--- src/rtl/core/bled_pkg.sv ---
// Shared types, constants and helper functions of the button ladder event detector.
`timescale 1ns / 1ps
package bled_pkg;

    localparam int SAMPLE_BITS = 12;
    localparam int TIME_BITS   = 32;
    localparam int TOL_W       = 12;
    localparam int MS_W        = 16;
    localparam int BTN_W       = 3;
    localparam int EV_W        = 3;
    localparam int FEAT_W      = 3;
    localparam int CFG_IDX_W   = 3;
    localparam int CFG_DATA_W  = 16;

    // Sum of three samples, and three times (level + tolerance).
    localparam int SUM_W = SAMPLE_BITS + 2;
    localparam int THR_W = ((SAMPLE_BITS > TOL_W) ? SAMPLE_BITS : TOL_W) + 3;

    localparam int LVL_RIGHT    = 3;
    localparam int LVL_LEFT     = 1470;
    localparam int LVL_CONFIRM  = 2655;
    localparam int LVL_BACK     = 3470;
    localparam int LVL_VOL_DOWN = 3;
    localparam int LVL_VOL_UP   = 2205;

    localparam logic [BTN_W-1:0] KEY_NONE     = 3'd0;
    localparam logic [BTN_W-1:0] KEY_RIGHT    = 3'd1;
    localparam logic [BTN_W-1:0] KEY_LEFT     = 3'd2;
    localparam logic [BTN_W-1:0] KEY_CONFIRM  = 3'd3;
    localparam logic [BTN_W-1:0] KEY_BACK     = 3'd4;
    localparam logic [BTN_W-1:0] KEY_VOL_DOWN = 3'd5;
    localparam logic [BTN_W-1:0] KEY_VOL_UP   = 3'd6;
    localparam logic [BTN_W-1:0] KEY_POWER    = 3'd7;

    localparam int FEAT_SETTLE = 0;
    localparam int FEAT_LONG   = 1;
    localparam int FEAT_REPEAT = 2;

    localparam logic [CFG_IDX_W-1:0] CFG_FEATURES      = 3'd0;
    localparam logic [CFG_IDX_W-1:0] CFG_SETTLE        = 3'd1;
    localparam logic [CFG_IDX_W-1:0] CFG_LONG_PRESS    = 3'd2;
    localparam logic [CFG_IDX_W-1:0] CFG_FIRST_REPEAT  = 3'd3;
    localparam logic [CFG_IDX_W-1:0] CFG_REPEAT_PERIOD = 3'd4;
    localparam logic [CFG_IDX_W-1:0] CFG_DOUBLE_CLICK  = 3'd5;
    localparam logic [CFG_IDX_W-1:0] CFG_TOLERANCE     = 3'd6;

    typedef enum logic [EV_W-1:0] {
        EV_PRESSED  = 3'd0,
        EV_RELEASED = 3'd1,
        EV_LONG     = 3'd2,
        EV_REPEAT   = 3'd3,
        EV_DOUBLE   = 3'd4
    } t_event;

    typedef struct packed {
        logic [FEAT_W-1:0] features;
        logic [MS_W-1:0]   settle_ms;
        logic [MS_W-1:0]   long_hold_ms;
        logic [MS_W-1:0]   first_repeat_ms;
        logic [MS_W-1:0]   repeat_period_ms;
        logic [MS_W-1:0]   double_click_ms;
        logic [TOL_W-1:0]  level_tolerance;
    } t_cfg;

    typedef struct packed {
        logic [BTN_W-1:0] button_id;
        t_event           event_code;
        logic             last_of_run;
    } t_result;

    // Up to two results produced by one request.
    typedef struct packed {
        logic [1:0] count;
        t_result    r0;
        t_result    r1;
    } t_track_out;

    // Three times (level + tolerance): the sample sum lies below this exactly
    // when the truncated average lies below level + tolerance.
    function automatic logic [THR_W-1:0] lvl_thr(input int level,
                                                 input logic [TOL_W-1:0] tol);
        logic [THR_W-1:0] x;
        x = THR_W'(level) + THR_W'(tol);
        return x + (x << 1);
    endfunction

endpackage

--- src/rtl/core/bled_cfg_regs.sv ---
// Configuration register file of the button ladder event detector.
`timescale 1ns / 1ps
module bled_cfg_regs (
    input  logic                               i_clk,
    input  logic                               i_rst_n,
    input  logic                               i_cfg_we,
    input  logic [bled_pkg::CFG_IDX_W-1:0]     i_cfg_index,
    input  logic [bled_pkg::CFG_DATA_W-1:0]    i_cfg_wdata,
    output bled_pkg::t_cfg                     o_cfg
);

    bled_pkg::t_cfg r_cfg;

    always_ff @(posedge i_clk) begin
        if (!i_rst_n) begin
            r_cfg.features         <= bled_pkg::FEAT_W'(7);
            r_cfg.settle_ms        <= bled_pkg::MS_W'(20);
            r_cfg.long_hold_ms     <= bled_pkg::MS_W'(1000);
            r_cfg.first_repeat_ms  <= bled_pkg::MS_W'(500);
            r_cfg.repeat_period_ms <= bled_pkg::MS_W'(100);
            r_cfg.double_click_ms  <= bled_pkg::MS_W'(300);
            r_cfg.level_tolerance  <= bled_pkg::TOL_W'(100);
        end else if (i_cfg_we) begin
            case (i_cfg_index)
                bled_pkg::CFG_FEATURES: begin
                    r_cfg.features <= i_cfg_wdata[bled_pkg::FEAT_W-1:0];
                end
                bled_pkg::CFG_SETTLE: begin
                    r_cfg.settle_ms <= i_cfg_wdata[bled_pkg::MS_W-1:0];
                end
                bled_pkg::CFG_LONG_PRESS: begin
                    r_cfg.long_hold_ms <= i_cfg_wdata[bled_pkg::MS_W-1:0];
                end
                bled_pkg::CFG_FIRST_REPEAT: begin
                    r_cfg.first_repeat_ms <= i_cfg_wdata[bled_pkg::MS_W-1:0];
                end
                bled_pkg::CFG_REPEAT_PERIOD: begin
                    r_cfg.repeat_period_ms <= i_cfg_wdata[bled_pkg::MS_W-1:0];
                end
                bled_pkg::CFG_DOUBLE_CLICK: begin
                    r_cfg.double_click_ms <= i_cfg_wdata[bled_pkg::MS_W-1:0];
                end
                bled_pkg::CFG_TOLERANCE: begin
                    r_cfg.level_tolerance <= i_cfg_wdata[bled_pkg::TOL_W-1:0];
                end
                default: begin
                end
            endcase
        end
    end

    assign o_cfg = r_cfg;

endmodule

--- src/rtl/core/bled_decode.sv ---
// Ladder decoder: averages each channel and maps it to a button code.
`timescale 1ns / 1ps
module bled_decode (
    input  logic [bled_pkg::SAMPLE_BITS-1:0] i_a_s0,
    input  logic [bled_pkg::SAMPLE_BITS-1:0] i_a_s1,
    input  logic [bled_pkg::SAMPLE_BITS-1:0] i_a_s2,
    input  logic [bled_pkg::SAMPLE_BITS-1:0] i_b_s0,
    input  logic [bled_pkg::SAMPLE_BITS-1:0] i_b_s1,
    input  logic [bled_pkg::SAMPLE_BITS-1:0] i_b_s2,
    input  logic                             i_power_pin,
    input  logic [bled_pkg::TOL_W-1:0]       i_tol,
    output logic [bled_pkg::BTN_W-1:0]       o_button
);

    logic [bled_pkg::THR_W-1:0] sum_a;
    logic [bled_pkg::THR_W-1:0] sum_b;

    // Compare the sum against three times the threshold instead of dividing.
    assign sum_a = bled_pkg::THR_W'(i_a_s0) + bled_pkg::THR_W'(i_a_s1)
                 + bled_pkg::THR_W'(i_a_s2);
    assign sum_b = bled_pkg::THR_W'(i_b_s0) + bled_pkg::THR_W'(i_b_s1)
                 + bled_pkg::THR_W'(i_b_s2);

    always_comb begin
        if (!i_power_pin) begin
            o_button = bled_pkg::KEY_POWER;
        end else if (sum_a < bled_pkg::lvl_thr(bled_pkg::LVL_RIGHT, i_tol)) begin
            o_button = bled_pkg::KEY_RIGHT;
        end else if (sum_a < bled_pkg::lvl_thr(bled_pkg::LVL_LEFT, i_tol)) begin
            o_button = bled_pkg::KEY_LEFT;
        end else if (sum_a < bled_pkg::lvl_thr(bled_pkg::LVL_CONFIRM, i_tol)) begin
            o_button = bled_pkg::KEY_CONFIRM;
        end else if (sum_a < bled_pkg::lvl_thr(bled_pkg::LVL_BACK, i_tol)) begin
            o_button = bled_pkg::KEY_BACK;
        end else if (sum_b < bled_pkg::lvl_thr(bled_pkg::LVL_VOL_DOWN, i_tol)) begin
            o_button = bled_pkg::KEY_VOL_DOWN;
        end else if (sum_b < bled_pkg::lvl_thr(bled_pkg::LVL_VOL_UP, i_tol)) begin
            o_button = bled_pkg::KEY_VOL_UP;
        end else begin
            o_button = bled_pkg::KEY_NONE;
        end
    end

endmodule

--- src/rtl/core/bled_tracker.sv ---
// Press tracker: holds button state and turns decoded buttons into events.
`timescale 1ns / 1ps
module bled_tracker (
    input  logic                             i_clk,
    input  logic                             i_rst_n,
    input  logic                             i_fire,
    input  logic [bled_pkg::BTN_W-1:0]       i_button,
    input  logic [bled_pkg::TIME_BITS-1:0]   i_now,
    input  bled_pkg::t_cfg                   i_cfg,
    output bled_pkg::t_track_out             o_track
);

    logic                           r_held_flag,   n_held_flag;
    logic                           r_pending,     n_pending;
    logic                           r_long_done,   n_long_done;
    logic                           r_rep_started, n_rep_started;
    logic [bled_pkg::BTN_W-1:0]     r_held_btn,    n_held_btn;
    logic [bled_pkg::TIME_BITS-1:0] r_press_start, n_press_start;
    logic [bled_pkg::TIME_BITS-1:0] r_last_event,  n_last_event;
    logic [bled_pkg::TIME_BITS-1:0] r_last_rel,    n_last_rel;
    logic [bled_pkg::BTN_W-1:0]     r_last_rel_btn, n_last_rel_btn;

    logic [bled_pkg::TIME_BITS-1:0] d_press;
    logic [bled_pkg::TIME_BITS-1:0] d_event;
    logic [bled_pkg::TIME_BITS-1:0] d_rel;
    logic [bled_pkg::MS_W-1:0]      rep_wait;
    logic                           fire_long;
    logic                           fire_rep;

    assign d_press  = i_now - r_press_start;
    assign d_event  = i_now - r_last_event;
    assign d_rel    = i_now - r_last_rel;
    assign rep_wait = r_rep_started ? i_cfg.repeat_period_ms : i_cfg.first_repeat_ms;

    assign fire_long = i_cfg.features[bled_pkg::FEAT_LONG] && !r_long_done
                     && (d_press >= bled_pkg::TIME_BITS'(i_cfg.long_hold_ms));
    assign fire_rep  = i_cfg.features[bled_pkg::FEAT_REPEAT]
                     && (d_event >= bled_pkg::TIME_BITS'(rep_wait));

    always_comb begin
        n_held_flag    = r_held_flag;
        n_pending      = r_pending;
        n_long_done    = r_long_done;
        n_rep_started  = r_rep_started;
        n_held_btn     = r_held_btn;
        n_press_start  = r_press_start;
        n_last_event   = r_last_event;
        n_last_rel     = r_last_rel;
        n_last_rel_btn = r_last_rel_btn;

        o_track.count          = 2'd0;
        o_track.r0.button_id   = r_held_btn;
        o_track.r0.event_code  = bled_pkg::EV_PRESSED;
        o_track.r0.last_of_run = 1'b1;
        o_track.r1.button_id   = i_button;
        o_track.r1.event_code  = bled_pkg::EV_REPEAT;
        o_track.r1.last_of_run = 1'b1;

        if (i_fire) begin
            if (r_pending) begin
                // Resolve the pending press once the settle time has gone by.
                if (d_press >= bled_pkg::TIME_BITS'(i_cfg.settle_ms)) begin
                    n_pending = 1'b0;
                    if (i_button == r_held_btn) begin
                        o_track.count = 2'd1;
                    end else begin
                        n_held_flag = 1'b0;
                        n_held_btn  = bled_pkg::KEY_NONE;
                    end
                end
            end else if (i_button == bled_pkg::KEY_NONE) begin
                if (r_held_flag) begin
                    o_track.count = 2'd1;
                    if (d_rel <= bled_pkg::TIME_BITS'(i_cfg.double_click_ms)
                        && r_held_btn == r_last_rel_btn && !r_long_done) begin
                        o_track.r0.event_code = bled_pkg::EV_DOUBLE;
                        n_last_rel     = '0;
                        n_last_rel_btn = bled_pkg::KEY_NONE;
                    end else begin
                        o_track.r0.event_code = bled_pkg::EV_RELEASED;
                        n_last_rel     = i_now;
                        n_last_rel_btn = r_held_btn;
                    end
                    n_held_flag   = 1'b0;
                    n_long_done   = 1'b0;
                    n_rep_started = 1'b0;
                    n_held_btn    = bled_pkg::KEY_NONE;
                end
            end else if (!r_held_flag) begin
                n_held_btn    = i_button;
                n_held_flag   = 1'b1;
                n_press_start = i_now;
                n_last_event  = i_now;
                o_track.r0.button_id = i_button;
                if (i_cfg.features[bled_pkg::FEAT_SETTLE]) begin
                    n_pending = 1'b1;
                end else begin
                    o_track.count = 2'd1;
                end
            end else begin
                o_track.r0.button_id = i_button;
                if (fire_long) begin
                    n_long_done = 1'b1;
                end
                if (fire_rep) begin
                    n_rep_started = 1'b1;
                    n_last_event  = i_now;
                end
                // Long press goes first when both fire.
                if (fire_long && fire_rep) begin
                    o_track.count          = 2'd2;
                    o_track.r0.event_code  = bled_pkg::EV_LONG;
                    o_track.r0.last_of_run = 1'b0;
                end else if (fire_long) begin
                    o_track.count         = 2'd1;
                    o_track.r0.event_code = bled_pkg::EV_LONG;
                end else if (fire_rep) begin
                    o_track.count         = 2'd1;
                    o_track.r0.event_code = bled_pkg::EV_REPEAT;
                end
            end
        end
    end

    always_ff @(posedge i_clk) begin
        if (!i_rst_n) begin
            r_held_flag    <= 1'b0;
            r_pending      <= 1'b0;
            r_long_done    <= 1'b0;
            r_rep_started  <= 1'b0;
            r_held_btn     <= bled_pkg::KEY_NONE;
            r_press_start  <= '0;
            r_last_event   <= '0;
            r_last_rel     <= '0;
            r_last_rel_btn <= bled_pkg::KEY_NONE;
        end else begin
            r_held_flag    <= n_held_flag;
            r_pending      <= n_pending;
            r_long_done    <= n_long_done;
            r_rep_started  <= n_rep_started;
            r_held_btn     <= n_held_btn;
            r_press_start  <= n_press_start;
            r_last_event   <= n_last_event;
            r_last_rel     <= n_last_rel;
            r_last_rel_btn <= n_last_rel_btn;
        end
    end

endmodule

--- src/rtl/core/bled_out_fifo.sv ---
// Four-entry result queue: takes up to two results a cycle, hands out one unless stalled.
`timescale 1ns / 1ps
module bled_out_fifo (
    input  logic                   i_clk,
    input  logic                   i_rst_n,
    input  bled_pkg::t_track_out   i_push,
    output logic                   o_room,
    output logic                   o_valid,
    input  logic                   i_stall,
    output bled_pkg::t_result      o_result
);

    localparam int DEPTH = 4;
    localparam int PTR_W = $clog2(DEPTH);
    localparam int CNT_W = PTR_W + 1;

    bled_pkg::t_result r_mem [DEPTH];
    logic [PTR_W-1:0]  r_wptr, n_wptr;
    logic [PTR_W-1:0]  r_rptr, n_rptr;
    logic [CNT_W-1:0]  r_count, n_count;
    logic              pop;

    // Room for the largest burst of one request.
    assign o_room   = (r_count <= CNT_W'(DEPTH - 2));
    assign o_valid  = (r_count != '0);
    assign pop      = o_valid && !i_stall;
    assign o_result = r_mem[r_rptr];

    always_comb begin
        n_wptr  = r_wptr + PTR_W'(i_push.count);
        n_rptr  = r_rptr + PTR_W'(pop);
        n_count = r_count + CNT_W'(i_push.count) - CNT_W'(pop);
    end

    always_ff @(posedge i_clk) begin
        if (!i_rst_n) begin
            r_wptr  <= '0;
            r_rptr  <= '0;
            r_count <= '0;
        end else begin
            r_wptr  <= n_wptr;
            r_rptr  <= n_rptr;
            r_count <= n_count;
        end
    end

    always_ff @(posedge i_clk) begin
        if (i_push.count != 2'd0) begin
            r_mem[r_wptr] <= i_push.r0;
        end
        if (i_push.count == 2'd2) begin
            r_mem[r_wptr + PTR_W'(1)] <= i_push.r1;
        end
    end

endmodule

--- src/rtl/core/button_ladder_event_detector_core.sv ---
// Top level of the button ladder event detector.
`timescale 1ns / 1ps
// Usage:
//   Input channel (i_in_valid / o_in_stall) carries one poll request: a ms
//   timestamp, three samples of each ladder channel and the power pin level.
//   The ladders are decoded as the request is taken and the decoded button is
//   held in the input register together with the timestamp.
//   Output channel (o_out_valid / i_out_stall) carries the events, one per
//   request of the output channel; a poll causes zero, one or two events and
//   the last one of each poll carries o_last_of_run.
//   Order: a poll is held in the input register; the tracker processes it
//   once the result queue has room and writes its events into the queue,
//   from which they are offered on the output.
//   Throughput: one poll per cycle while polls give at most one event each
//   and the receiver does not stall. The four-entry result queue sets this
//   figure.
//   Stalling: when the receiver stalls the queue fills; the tracker only
//   processes a poll while two queue entries are free, and the input stall
//   rises while the held poll cannot be processed. Nothing is dropped.
//   Reset (i_rst_n low, synchronous): clear tracker state, empty the queue and
//   load the register defaults. Configuration writes (i_cfg_we) are taken
//   every cycle and are meant to be made while the block is idle.
module button_ladder_event_detector_core (
    input  logic                               i_clk,
    input  logic                               i_rst_n,
    input  logic                               i_cfg_we,
    input  logic [bled_pkg::CFG_IDX_W-1:0]     i_cfg_index,
    input  logic [bled_pkg::CFG_DATA_W-1:0]    i_cfg_wdata,
    input  logic                               i_in_valid,
    output logic                               o_in_stall,
    input  logic [31:0]                        i_now_ms,
    input  logic [bled_pkg::SAMPLE_BITS-1:0]   i_ladder_a_s0,
    input  logic [bled_pkg::SAMPLE_BITS-1:0]   i_ladder_a_s1,
    input  logic [bled_pkg::SAMPLE_BITS-1:0]   i_ladder_a_s2,
    input  logic [bled_pkg::SAMPLE_BITS-1:0]   i_ladder_b_s0,
    input  logic [bled_pkg::SAMPLE_BITS-1:0]   i_ladder_b_s1,
    input  logic [bled_pkg::SAMPLE_BITS-1:0]   i_ladder_b_s2,
    input  logic                               i_power_pin,
    output logic                               o_out_valid,
    input  logic                               i_out_stall,
    output logic [bled_pkg::BTN_W-1:0]         o_button_id,
    output logic [bled_pkg::EV_W-1:0]          o_event_code,
    output logic                               o_last_of_run
);

    bled_pkg::t_cfg                 cfg;
    bled_pkg::t_track_out           track;
    bled_pkg::t_result              result;
    logic [bled_pkg::BTN_W-1:0]     dec_button;
    logic                           accept;
    logic                           fire;
    logic                           room;

    // Input register: decoded button and timestamp of the waiting request.
    logic                           r_in_vld;
    logic [bled_pkg::BTN_W-1:0]     r_in_btn;
    logic [bled_pkg::TIME_BITS-1:0] r_in_now;

    bled_cfg_regs u_cfg (
        .i_clk       (i_clk),
        .i_rst_n     (i_rst_n),
        .i_cfg_we    (i_cfg_we),
        .i_cfg_index (i_cfg_index),
        .i_cfg_wdata (i_cfg_wdata),
        .o_cfg       (cfg)
    );

    bled_decode u_decode (
        .i_a_s0      (i_ladder_a_s0),
        .i_a_s1      (i_ladder_a_s1),
        .i_a_s2      (i_ladder_a_s2),
        .i_b_s0      (i_ladder_b_s0),
        .i_b_s1      (i_ladder_b_s1),
        .i_b_s2      (i_ladder_b_s2),
        .i_power_pin (i_power_pin),
        .i_tol       (cfg.level_tolerance),
        .o_button    (dec_button)
    );

    // Process the held request when the queue can take a full burst.
    assign fire       = r_in_vld && room;
    assign o_in_stall = r_in_vld && !room;
    assign accept     = i_in_valid && !o_in_stall;

    always_ff @(posedge i_clk) begin
        if (!i_rst_n) begin
            r_in_vld <= 1'b0;
        end else if (accept) begin
            r_in_vld <= 1'b1;
        end else if (fire) begin
            r_in_vld <= 1'b0;
        end
    end

    always_ff @(posedge i_clk) begin
        if (accept) begin
            r_in_btn <= dec_button;
            r_in_now <= bled_pkg::TIME_BITS'(i_now_ms);
        end
    end

    bled_tracker u_tracker (
        .i_clk    (i_clk),
        .i_rst_n  (i_rst_n),
        .i_fire   (fire),
        .i_button (r_in_btn),
        .i_now    (r_in_now),
        .i_cfg    (cfg),
        .o_track  (track)
    );

    bled_out_fifo u_out_fifo (
        .i_clk    (i_clk),
        .i_rst_n  (i_rst_n),
        .i_push   (track),
        .o_room   (room),
        .o_valid  (o_out_valid),
        .i_stall  (i_out_stall),
        .o_result (result)
    );

    assign o_button_id   = result.button_id;
    assign o_event_code  = result.event_code;
    assign o_last_of_run = result.last_of_run;

endmodule
--- config.mk ---
export PLATFORM = sky130hd
export DESIGN_NAME = button_ladder_event_detector_core
export DESIGN_NICKNAME = d
export VERILOG_FILES = /design/src/rtl/core/bled_pkg.sv /design/src/rtl/core/bled_cfg_regs.sv /design/src/rtl/core/bled_decode.sv /design/src/rtl/core/bled_tracker.sv /design/src/rtl/core/bled_out_fifo.sv /design/src/rtl/core/button_ladder_event_detector_core.sv
export SDC_FILE = /design/constraint.sdc
export NUM_CORES = 1
export LEC_CHECK = 0
export BUFFER_PORTS_ARGS = -buffer_cell sky130_fd_sc_hd__buf_2
export CAP_MARGIN = 20
export CORE_MARGIN = 4
export CORE_UTILIZATION = 30
export DETAILED_ROUTE_END_ITERATION = 6
export GPL_TIMING_DRIVEN = 0
export MAX_ROUTING_LAYER = met4
export PLACE_DENSITY = 0.45
export REMOVE_ABC_BUFFERS = 1
export SYNTH_ARGS = -nofsm -noshare
export SYNTH_HDL_FRONTEND = slang
export SYNTH_SLANG_ARGS = --single-unit
--- constraint.sdc ---
create_clock -name i_clk -period 7.7 [get_ports i_clk]
set_clock_uncertainty 0.2 [all_clocks]
set_input_delay 1.54 -clock i_clk [delete_from_list [all_inputs] [get_ports i_clk]]
set_output_delay 1.54 -clock i_clk [all_outputs]
set_load 0.05 [all_outputs]
==> flow_metrics.tcl <==
set metrics [dict create \
    setup_viol 0 \
    place_ws_ps -270 \
    initial_utilization_pct 30.4 \
    rsz0062_at_grt "no" \
    drive_above_1_share_pct 8.28 \
    grt_usage_pct 17.1 \
    min_to "u_tracker.r_last_event[16]" \
    grt_max_degree 112 \
    synth_top_area_share_pct 18.3 \
    critPathMaxStageDelay_ps 570 \
    max_freq_ghz 0.137 \
    outcome "finished, final reports clean" \
    synth.area.top_cells "dfxtp_1 18%, ha_1 18%, nand2_1 6.5%, edfxtp_1 5.7%, xnor2_1 4.3%" \
    combPwrFrac_pct 44.4 \
    io_pins 138 \
    fp.dieW_um 295 \
    synth_cell_types 85 \
    grt_antenna_before_repair 2 \
    port-buffer-count 137 \
    worst_setup_path_end_kind "register" \
    grt_pass1_vias 20600 \
    path_clk_slew_ps 60 \
    hold_viol_final 0 \
    seq_power_share_pct 28.2 \
    max_slew.worst_pin.slew_ps 1110 \
    yosys-top-cells-count "430 x nand2_1, 354 x ha_1, 239 x inv_1" \
    ys_seq_area_share_pct 24.0 \
    cts_tree "done" \
    r2r_end "u_out_fifo.r_count[2]" \
    overflow 0 \
    yosysTopAreaCell "dfxtp_1" \
    htree_num_levels 2 \
    insertion_delay_ps 560 \
    grt_pass1_wl_mm 115 \
    critPathLaunch "r_in_now[0]" \
    die_y_um 295 \
    setup_ws_ps 411 \
    switchingPower_uw 2420 \
    clkSinkCount 272 \
    ys.flop_type "dfxtp_1" \
    numCtsBuffers 37 \
    max_slew_margin_pct 25.3 \
    startpoint_type "register" \
    hold_depth 2 \
    synthCells 3086 \
    path_class "reg -> reg" \
    routed_wl_mm 73.3 \
    vias 21400 \
    leakage_uw 0.0111 \
    clockBufferDepth 3 \
    core_area_mm2 0.0809 \
    crit_fanout 4 \
    yosysMostFrequentCell "nand2_1" \
    final_util_pct 34.1 \
    intPower_uw 3600 \
    clockRootBuffer "clkbuf_16" \
    yosys_warnings 0 \
    p_sw_share_pct 40.2 \
    min-delay-start "u_tracker.r_last_event[16]" \
    critPathSlowestCell "or4_4" \
    rows 104 \
    drc_errors 0 \
    synth-edff-count 47 \
    reg2reg_slack_ps 410 \
    final_nets 3657 \
    max_cap_violations 0 \
    worst_ep_required_time_ps 7940 \
    peakVddDrop_mv 0.114 \
    avgSynthCellArea_um2 7.99 \
    place.gp.congestion 0.846 \
    crit_arrival_ps 7530 \
    ant_nets 0 \
    pwr-share-clk_pct 27.4 \
    drt-initial-drc-count 1209 \
    r2r_cells 31 \
    hp-class "reg -> reg" \
    dr.pass1.iters 5 \
    crit_top_cell "ha_1" \
    period_minus_slack_ps 7290 \
    dp_hpwl_mm 57.4 \
    die_area_mm2 0.0868 \
    synth-seq-cells 272 \
    synth_area_mm2 0.0246 \
    rr_startpoint "r_in_now[0]" \
    power_density_mw_per_mm2 218 \
    wl_per_cell_um 17.2 \
    finalMaxSlewViolations 0 \
    async_flop_share_pct 0 \
    area_growth_pct 12.1 \
    via_per_inst 5.04 \
    final.period_utilization_pct 94.7 \
]
-- flip-flops by register name, indices dropped and copies added (netlist names) --
name	flops
u_out_fifo.r_mem	28
u_tracker.r_last_event	32
r_in_btn	3
u_out_fifo.r_count	3
u_out_fifo.r_rptr	2
r_in_now	32
u_tracker.r_last_rel_btn	3
u_tracker.r_last_rel	32
u_tracker.r_held_flag	1
u_tracker.r_long_done	1
u_tracker.r_rep_started	1
u_cfg.o_cfg	95
u_tracker.r_held_btn	3
r_in_vld	1
u_out_fifo.r_wptr	2
u_tracker.r_pending	1
u_tracker.r_press_start	32
-- what timing repair did --
action                     in CTS  in global routing
setup endpoints to repair       5                 15
hold buffers                    0                  0
resized for setup               2                  6
pin swaps                       0                  2
setup buffers                   0                  6
-- cells in the final DEF (no fill, tap or decap), types with 19 or more instances in the layout --
cell       synthesis  layout
nand2_1          430     429
ha_1             354     354
inv_1            239     239
dfxtp_1          225     225
nor2_1           177     176
a21oi_1          175     175
o21ai_0          159     158
buf_2              8     137
xnor2_1          122     122
a21boi_0         121     121
nand3_1           82      82
xor2_1            79      79
a21o_1            68      68
nor3_1            56      55
o21a_1            52      51
nor2b_1           51      49
a22o_1            48      48
edfxtp_1          47      47
nand2b_1          44      43
nand4_1           42      42
clkbuf_16          0      37
mux2i_1           35      35
and2_1            27      27
o211ai_1          26      26
a211oi_1          21      21
a31oi_1           20      20
o21bai_1          19      19
-- final cells by class --
| cell class | count | area (um^2) |
|---|---|---|
| fillers | 8698 | 53300 |
| multi-input cells | 2456 | 17400 |
| flip-flops and latches | 272 | 5920 |
| well taps | 1060 | 1330 |
| clock buffers | 49 | 1000 |
| repair buffers | 157 | 936 |
| inverters | 239 | 897 |
| clock inverters | 17 | 123 |
| diodes | 2 | 5.00 |
-- logic make-up (layout without fill, tap and decap cells) --
logic type                 count (synthesis)  count (layout)  synth area share (%)
muxes                                     47              47                  2.29
adders and majority gates                365             365                  18.9
AOI/OAI and AO/OA                        842             842                  23.3
buffers and inverters                    358             462                  5.54
and+or+nand+nor                         1001            1001                  18.8
DFF                                      272             272                  24.0
xor gates and xnor gates                 201             201                  7.14
other                                      0               2                     0
-- power by group through the flow --
stage / clock network (uW) / logic [uW] / registers [uW]
2_1_floorplan: 0 / 1950 / 1670
3_3_place_gp: 0 / 2650 / 1740
3_5_place_dp: 0 / 2660 / 1730
4_1_cts: 1710 / 2690 / 1700
5_1_grt: 1760 / 3040 / 1720
6_report: 1650 / 2670 / 1700
-- metrics by stage --
stage          setup TNS [ps]  power (uW)  std cells  instance area, um^2  hold WS, ps
2_1_floorplan               0        3620       2967                24200          232
3_3_place_gp             -999        4390       4164                26200          246
3_5_place_dp             -711        4400       4178                26400          251
4_1_cts                     0        6100       4244                27600          259
5_1_grt                     0        6510       4252                27600          278
6_report                    0        6020       4252                27600          256
-- per-layer routing --
layer / wire [um] / global-route usage (%) / vias to the layer above
met1: 38900 / 25.0 / 9883
met2: 30800 / 25.6 / 341
li1: - / - / 11100
met3: 2460 / 1.79 / 75
met5: 0 / - / -
met4: 1150 / 3.02 / 0
-- worst max-delay path, delay by kind of cell (launching register included) --
family	cells	cell delay [ps]
adder cells (fa/ha/maj)	7	2110
AND/OR/NAND/NOR	10	2080
AO/OA/AOI/OAI	10	1850
flip-flops	1	460
XOR/XNOR	2	280
buffers and inverters	2	180
-- worst max-delay path by stage --
stage | to | cells after the start
2_1_floorplan | u_out_fifo.r_count[2] | 30
3_3_place_gp | u_out_fifo.r_count[2] | 31
3_5_place_dp | u_out_fifo.r_count[2] | 31
4_1_cts | u_out_fifo.r_count[2] | 31
5_1_grt | u_out_fifo.r_count[2] | 31
6_report | u_out_fifo.r_count[2] | 31
Note: power is estimated with default switching activity, not from simulation.
